<file path="src/hdl/hdlczbs_pkg.sv">
// ----------------------------------------------------------------------------
// HDLC zero-bit stuffer package
// Payload types and fixed widths shared by the stuffer and its checker.
// ----------------------------------------------------------------------------
package hdlczbs_pkg;

  // Leftover bits kept between bytes of a message (never a whole byte).
  localparam int unsigned PEND_W     = 7;
  localparam int unsigned PEND_CNT_W = 3;
  localparam int unsigned BYTE_W     = 8;
  localparam int unsigned VBITS_W    = 4;

  typedef struct packed {
    logic [BYTE_W-1:0] data_byte;
    logic              end_of_message;
  } in_t;

  typedef struct packed {
    logic [BYTE_W-1:0]  out_byte;
    logic [VBITS_W-1:0] valid_bits;
    logic               last_out;
  } out_t;

endpackage

</file>
<file path="src/hdl/hdlc_zero_bit_stuffer.sv">
// ----------------------------------------------------------------------------
// HDLC zero-bit stuffer
// Inserts a zero after every run of ONES_LIMIT ones and repacks the stream
// into bytes, MSB first, flushing a zero-padded partial byte at message end.
// ----------------------------------------------------------------------------
// An input byte is held in an input register, stuffed and packed by one
// pass of combinational logic, and its results (one to three bytes) are
// loaded together into a small result buffer that presents one result per
// cycle while the output is not stalled. The buffer port sets the rate, so
// the block sustains one input byte per cycle when every byte yields one
// result and the output is not stalled. A new input byte is accepted while
// earlier results are still being delivered.
module hdlc_zero_bit_stuffer #(
  parameter int unsigned ONES_LIMIT = 5
) (
  input  logic               clk_i,
  input  logic               rst_ni,
  input  logic               in_valid_i,
  output logic               in_stall_o,
  input  hdlczbs_pkg::in_t   in_data_i,
  output logic               out_valid_o,
  input  logic               out_stall_i,
  output hdlczbs_pkg::out_t  out_data_o
);

  localparam int unsigned RUN_W     = $clog2(ONES_LIMIT + 1);
  localparam int unsigned MAX_STUFF = (ONES_LIMIT - 1 + hdlczbs_pkg::BYTE_W) / ONES_LIMIT;
  localparam int unsigned TOT       = hdlczbs_pkg::PEND_W + hdlczbs_pkg::BYTE_W + MAX_STUFF;
  localparam int unsigned CNT_W     = $clog2(TOT + 1);
  localparam int unsigned NFULL     = TOT / hdlczbs_pkg::BYTE_W;
  localparam int unsigned NRES      = NFULL + 1;
  localparam int unsigned FULL_W    = CNT_W - 3;
  localparam int unsigned BCNT_W    = $clog2(NRES + 1);

  // Input register.
  hdlczbs_pkg::in_t in_q;
  logic             in_vld_q;

  // Stream state carried between bytes.
  logic [hdlczbs_pkg::PEND_W-1:0]     pend_q, pend_d;
  logic [hdlczbs_pkg::PEND_CNT_W-1:0] pcnt_q, pcnt_d;
  logic [RUN_W-1:0]                   run_q, run_d;

  // Result buffer; entry 0 is the one on the output.
  hdlczbs_pkg::out_t buf_q [NRES];
  logic [BCNT_W-1:0] bcnt_q;

  logic              load;
  logic              pop;
  logic [TOT-1:0]    acc;
  logic [CNT_W-1:0]  cnt;
  logic [RUN_W-1:0]  run;
  logic [FULL_W-1:0] full;
  logic [2:0]        rem;
  logic [7:0]        part;
  logic [TOT-1:0]    shifted [NFULL];
  hdlczbs_pkg::out_t res [NRES];
  logic [BCNT_W-1:0] nres;

  // Stuff the byte onto the pending bits, one input bit per step.
  always_comb begin
    acc = TOT'(pend_q);
    cnt = CNT_W'(pcnt_q);
    run = run_q;
    for (int j = 7; j >= 0; j--) begin
      acc = {acc[TOT-2:0], in_q.data_byte[j]};
      cnt = cnt + CNT_W'(1);
      if (in_q.data_byte[j]) begin
        if (run == RUN_W'(ONES_LIMIT - 1)) begin
          acc = {acc[TOT-2:0], 1'b0};
          cnt = cnt + CNT_W'(1);
          run = '0;
        end else begin
          run = run + RUN_W'(1);
        end
      end else begin
        run = '0;
      end
    end
  end

  assign full = cnt[CNT_W-1:3];
  assign rem  = cnt[2:0];
  assign part = acc[7:0] << (4'd8 - {1'b0, rem});

  // Split the packed stream into result bytes, oldest first.
  always_comb begin
    for (int k = 0; k < NFULL; k++) begin
      shifted[k] = acc >> (cnt - CNT_W'(8 * (k + 1)));
    end
    // The entry right after the full bytes carries the flushed partial byte.
    for (int k = 0; k < NRES; k++) begin
      res[k].out_byte   = part;
      res[k].valid_bits = {1'b0, rem};
      res[k].last_out   = 1'b1;
    end
    for (int k = 0; k < NFULL; k++) begin
      if (FULL_W'(k) < full) begin
        res[k].out_byte   = shifted[k][7:0];
        res[k].valid_bits = 4'd8;
        res[k].last_out   = in_q.end_of_message && (rem == 3'd0) &&
                            (FULL_W'(k + 1) == full);
      end
    end
    nres = BCNT_W'(full) + BCNT_W'(in_q.end_of_message && (rem != 3'd0));
  end

  always_comb begin
    if (in_q.end_of_message) begin
      pend_d = '0;
      pcnt_d = '0;
      run_d  = '0;
    end else begin
      pend_d = acc[6:0] & ~(7'h7F << rem);
      pcnt_d = rem;
      run_d  = run;
    end
  end

  assign out_valid_o = (bcnt_q != '0);
  assign out_data_o  = buf_q[0];
  assign pop         = out_valid_o && !out_stall_i;
  // A stuffed byte moves into the buffer once the last held result leaves.
  assign load        = in_vld_q && ((bcnt_q == '0) || (bcnt_q == BCNT_W'(1) && !out_stall_i));
  assign in_stall_o  = in_vld_q && !load;

  always_ff @(posedge clk_i or negedge rst_ni) begin
    if (!rst_ni) begin
      in_vld_q <= 1'b0;
      bcnt_q   <= '0;
      pend_q   <= '0;
      pcnt_q   <= '0;
      run_q    <= '0;
    end else begin
      if (in_valid_i && !in_stall_o) begin
        in_vld_q <= 1'b1;
      end else if (load) begin
        in_vld_q <= 1'b0;
      end
      if (load) begin
        bcnt_q <= nres;
        pend_q <= pend_d;
        pcnt_q <= pcnt_d;
        run_q  <= run_d;
      end else if (pop) begin
        bcnt_q <= bcnt_q - BCNT_W'(1);
      end
    end
  end

  always_ff @(posedge clk_i) begin
    if (in_valid_i && !in_stall_o) begin
      in_q <= in_data_i;
    end
    if (load) begin
      for (int k = 0; k < NRES; k++) begin
        buf_q[k] <= res[k];
      end
    end else if (pop) begin
      for (int k = 0; k < NRES - 1; k++) begin
        buf_q[k] <= buf_q[k + 1];
      end
    end
  end

endmodule

</file>
<file path="config.mk">
export PLATFORM = sky130hd
export DESIGN_NAME = hdlc_zero_bit_stuffer
export DESIGN_NICKNAME = d
export VERILOG_FILES = /design/src/hdl/hdlczbs_pkg.sv /design/src/hdl/hdlc_zero_bit_stuffer.sv
export SDC_FILE = /design/constraint.sdc
export NUM_CORES = 1
export LEC_CHECK = 0
export BUFFER_PORTS_ARGS = -buffer_cell sky130_fd_sc_hd__buf_4
export CAP_MARGIN = 20
export CORE_ASPECT_RATIO = 0.6
export CORE_MARGIN = 3
export CORE_UTILIZATION = 55
export CTS_CLUSTER_DIAMETER = 40
export CTS_CLUSTER_SIZE = 10
export DETAILED_ROUTE_END_ITERATION = 12
export PLACE_DENSITY = 0.72
export SLEW_MARGIN = 20
export SYNTH_ARGS = -nofsm -noshare
export SYNTH_HDL_FRONTEND = slang
export SYNTH_SLANG_ARGS = --single-unit
</file>
<file path="constraint.sdc">
create_clock -name clk_i -period 17.2 [get_ports clk_i]
set_input_delay 3.44 -clock clk_i [delete_from_list [all_inputs] [get_ports clk_i]]
set_output_delay 3.44 -clock clk_i [all_outputs]
set_load 0.1 [all_outputs]
</file>
# Word-level counts from Yosys, hierarchy flattened
# Memory sizes are Yosys's and may differ from the RTL's.
# Index checks and enable logic that the tools add are counted.
# W data, S select, Z words.
[word_totals]
inputBits = 13
output_inout_bits = 15
register_bits = 25
n_memories = 1
ram_bits = 39
elab_cells = 141
[mem_list]
columns = ["memory", "depth", "word_bits", "read_ports", "rd_ports_with_merged_regs", "write_ports", "line_no", "rtl"]
rows = [
  ["buf_q", 3, 13, 3, 0, 3, "hdlc_zero_bit_stuffer.sv:45", "hdlczbs_pkg::out_t buf_q [NRES];"],
]
[op_classes]
n_reduce_logical = 19
n_eq_ne = 11
addsub = 29
n_lt_le_gt_ge = 2
muxes = 64
bitwise_logic = 4
n_shift = 4
[op_table]
columns = ["cell", "count"]
rows = [
  ["$mux W5", 16],
  ["$mux W13", 6],
  ["$add A5 B1 Y5 const B", 14],
  ["$mux W3", 18],
  ["$mux W17", 2],
  ["$shr A17 B5 Y8", 2],
  ["$mux W16", 2],
  ["$mux W15", 2],
  ["$mux W14", 2],
  ["$add A3 B1 Y3 const B", 8],
  ["$eq A3 B3 Y1 const B", 8],
  ["$mux W12", 2],
  ["$mux W11", 2],
  ["$mux W9", 2],
  ["$logic_and A1 B1 Y1", 9],
  ["$shl A8 B4 Y8", 1],
  ["$and A7 B7 Y7", 1],
  ["$mux W1", 7],
  ["$mux W7", 1],
  ["$not A7 Y7", 1],
  ["$shl A7 B3 Y7 const A", 1],
  ["$reduce_bool A2 Y1", 3],
  ["$add A4 B1 Y5 const B", 1],
  ["$sub A5 B4 Y5 const B", 1],
  ["other kinds (16)", 21],
]

# Logic depth before layout (Yosys ltp)
[depth]
ltp_word = 37
mapped_depth = 50
mapped_depth_nobuf = 47

# Worst setup path before layout
# Ideal clock, no wire load.
[synth_path]
path_type = "reg2reg"
startpoint = "register run_q[0]"
endpoint = "memory buf_q[0][22] (netlist bit), data pin"
n_path_buf = 4
path_slack_ns = 8.407
synth_period_minus_slack_ns = 8.793
arrival_time_ns = 8.642
required_time_ns = 17.048
path_stages_with_launch = 49
setup_ns = 0.152
path_cell_list = "dfrtp_1 > inv_1 > ha_1 > nand2_1 > nand2_1 > nor2_1 > inv_1 > ha_1 > inv_1 > o21ai_0 > nor2_1 > inv_1 > ha_1 > a21boi_0 > nand2_1 > inv_1 > ha_1 > and2_1 > (+13 left out) > ha_1 > and3_1 > nand2_1 > or3_1 > clkbuf_1 > nand2_1 > mux2_2 > clkinv_1 > clkbuf_1 > ha_1 > inv_1 > ha_1 > clkbuf_1 > inv_1 > mux2_2 > o22a_1 > or4_1 > a31oi_1"
[synth_rtl]
columns = ["item", "line_no", "rtl"]
rows = [
  ["start: declaration", "hdlc_zero_bit_stuffer.sv:42", "logic [RUN_W-1:0] run_q, run_d;"],
  ["start signal: assignment", "hdlc_zero_bit_stuffer.sv:144", "run_q <= run_d;"],
  ["end: declaration", "hdlc_zero_bit_stuffer.sv:45", ""],
]

==> results by group <==
Status
  • Status: finished clean

Logic synthesis
  • Post-synth top area share: 18.0%
  • Avg Inst Size Synth: 8.20 um2
  • Cells after Synth: 936
  • Post-synth EDFFs: between 40 and 50
  • Unique masters post-synth: 95
  • Share of flip-flops with an asynchronous set or reset: 25.8%
  • Synthesized Nets: 999
  • Synth warnings: 0
  • Seq/Total Area, Yosys: 23.2%
  • Leading area contributor after synthesis: edfxtp_1
  • Cell area after synthesis: 0.00768 mm2
  • Synth area leaders: edfxtp_1, ha_1, mux2i_1
  • Yosys reg bits: 62
  • Most frequent cell after synthesis: nand2_1
  • Synth cell count leaders: nand2_1, nor2_1, ha_1
  • Ys flop type: edfxtp_1

Layout
  • Share of layout cells above drive strength 1: 12.3%
  • Multi-input gate area: 0.00536 mm2
  • Net count, final: about 980
  • FF/Latch Area: around 0.0018 mm2
  • Non-Filler Instances: 1108
  • P&R area growth vs syn: 6.26%
  • Core Util, Final: 61.6%
  • Diode count: 0
  • Fillers: 1152

Route
  • Detail Route Antenna Nets: 0
  • DRT iter0 DRCs: 894
  • Vias: 7280
  • Via-to-Cell Ratio: 6.57
  • Residual DRC: 0
  • Wire per inst: 20.0 um
  • Routed wire length: around 22000 um
  • First-pass DRT Iterations: 5

Critical path
  • CP max FO: 22
  • CP Launch Type: register
  • Endpoint class of the critical path: register
  • Bufs and invs on worst path: 10
  • FF-to-FF Start: run_q[0]
  • Critical Path AT: 11.23 ns
  • WP data required: 17.36 ns
  • R2r setup slk: 6.13 ns
  • Cells on worst reg2reg path: 44
  • Reg-to-Reg End: buf_q[0][25]
  • Largest delay share family, worst path: simple AND/OR/NAND/NOR gates
  • Most used cell along the critical path: inv_1
  • CP Class: register to register
  • Max incr delay on CP: 0.59 ns
  • Slowest CP cell: mux2_2

Timing
  • Final Slew Violations: 0
  • Setup Viol. Count Final: 0
  • F_max: about 90 MHz
  • Final critical-path required period: 11.07 ns
  • Setup TNS: 0 ns
  • Worst Slack Setup Final: 6.13 ns
  • Worst-margin pin slew: 1.03 ns
  • Crit share post-route: 64.4%
  • Endpoints failing hold: 0
  • Clock skew: roughly 0.011 ns
  • Slew margin rel.: 31.2%
  • RSZ-0062 raised after global routing: false

Placed design
  • GPL Wtd Cong: a little under 1
  • Pre-CTS setup slack: 6.39 ns
  • DP HPWL: 17600 um
  • Placed insts: 1092
  • PortBufs: 27

Floorplan
  • Initial Utilization: about 58%
  • Die area: 0.0155 mm2
  • Die H: 97.5 um
  • FP Rows: 32
  • Core area: approximately 0.013 mm2
  • I/O pin cnt: 28
  • Width of the chip: ~160 um

Worst hold path
  • Worst min path class: register to register
  • Hold depth: 2
  • Hold Path End: buf_q[0][24]
  • HP Start: buf_q[1][11]

Clock tree
  • CTS tree: done
  • Resize count post-CTS: 0
  • Cts hold-fix bufs: 0
  • CTS root buf: clkbuf_16
  • Worst-path clk slew: 0.06 ns
  • Clock Tree Buf Depth: 2
  • H-tree depth: 3
  • Sink Count: between 60 and 70
  • CTS Buf Count: 9
  • Setup bufs post-CTS: 0
  • Worst-skew pair later-pin latency: 0.33 ns

Global routing
  • First-pass GRT wire length: 35800 um
  • GRT overflow: 0
  • Initial antenna violation count: 0
  • Vias in the first global route: 6701
  • Largest net degree at the start of global routing: 32
  • Total Routing Usage GR: between 20% and 30%

Job
  • Max-cap violations: 0
## cells by family after synthesis
kind of cell,share of synthesized area [%]
fa+ha+maj,8.15
mux,6.63
flops,23.2
buf+inv,7.15
simple gates,20.9
compound gates,27.9
xor+xnor,6.03
## registers in the layout (all words and copies together), names as in the netlist
register	cells
bcnt_q	2
pcnt_q	3
run_q	3
buf_q	37
pend_q	7
in_vld_q	1
in_q	9
## worst max-delay path by stage
stage                    to  cells after the start  startpoint  slack [ns]
6_report       buf_q[0][25]                     44    run_q[0]        6.13
5_1_grt        buf_q[0][25]                     44    run_q[0]        5.17
4_1_cts        buf_q[0][22]                     44    run_q[0]        6.34
3_5_place_dp   buf_q[0][22]                     44    run_q[0]        6.39
3_3_place_gp   buf_q[0][22]                     44    run_q[0]        6.91
2_1_floorplan  buf_q[0][22]                     48    run_q[0]        8.41
## through the flow
step / instance area, um2 / hold slack [ns]
final: 8160 / 0.527
after detailed placement: 7840 / 0.513
after CTS: 8160 / 0.523
after floorplan: 7680 / 0.484
after global placement: 7830 / 0.508
after global routing: 8160 / 0.537
## area by class of cell
cell class | instances | area share [%]
Clock buffer | 9 | 2.76
Inverter | 53 | 2.44
Timing Repair Buffer | 35 | 3.22
Multi-Input combinational cell | 755 | 65.7
Clock inverter | 7 | 1.18
Sequential cell | 62 | 21.8
Tap cell | 187 | 2.87
## per-layer routing
layer	GRT usage [%]	vias up	part of all wire, %
li1	-	3450	-
met5	0	-	0
met2	38.0	314	39
met4	4.96	0	0.89
met1	47.9	3498	51
met3	5.87	18	9.1
## worst register-to-register path, delay by kind of cell (launching register included)
| family | cells | cell delay (ns) |
|---|---|---|
| buffers and inverters | 10 | 1.28 |
| AND/OR/NAND/NOR | 18 | 4.70 |
| multiplexers | 1 | 0.60 |
| flip-flops | 1 | 0.42 |
| AO/OA/AOI/OAI | 7 | 1.90 |
| adder cells (fa/ha/maj) | 8 | 2.00 |
## cell usage in the layout (no fill, tap or decap), drive strengths merged, types with 29 or more instances in the layout
master and count:
buf 35, edfxtp 46, nand2 107, nor3 29
inv 53, ha 50, a21oi 47, mux2i 43
nor2 77, o21ai 55
Power is left out: the tool's default activity adds up to more than one toggle a clock period on the data nets, which glitch-free logic cannot reach.
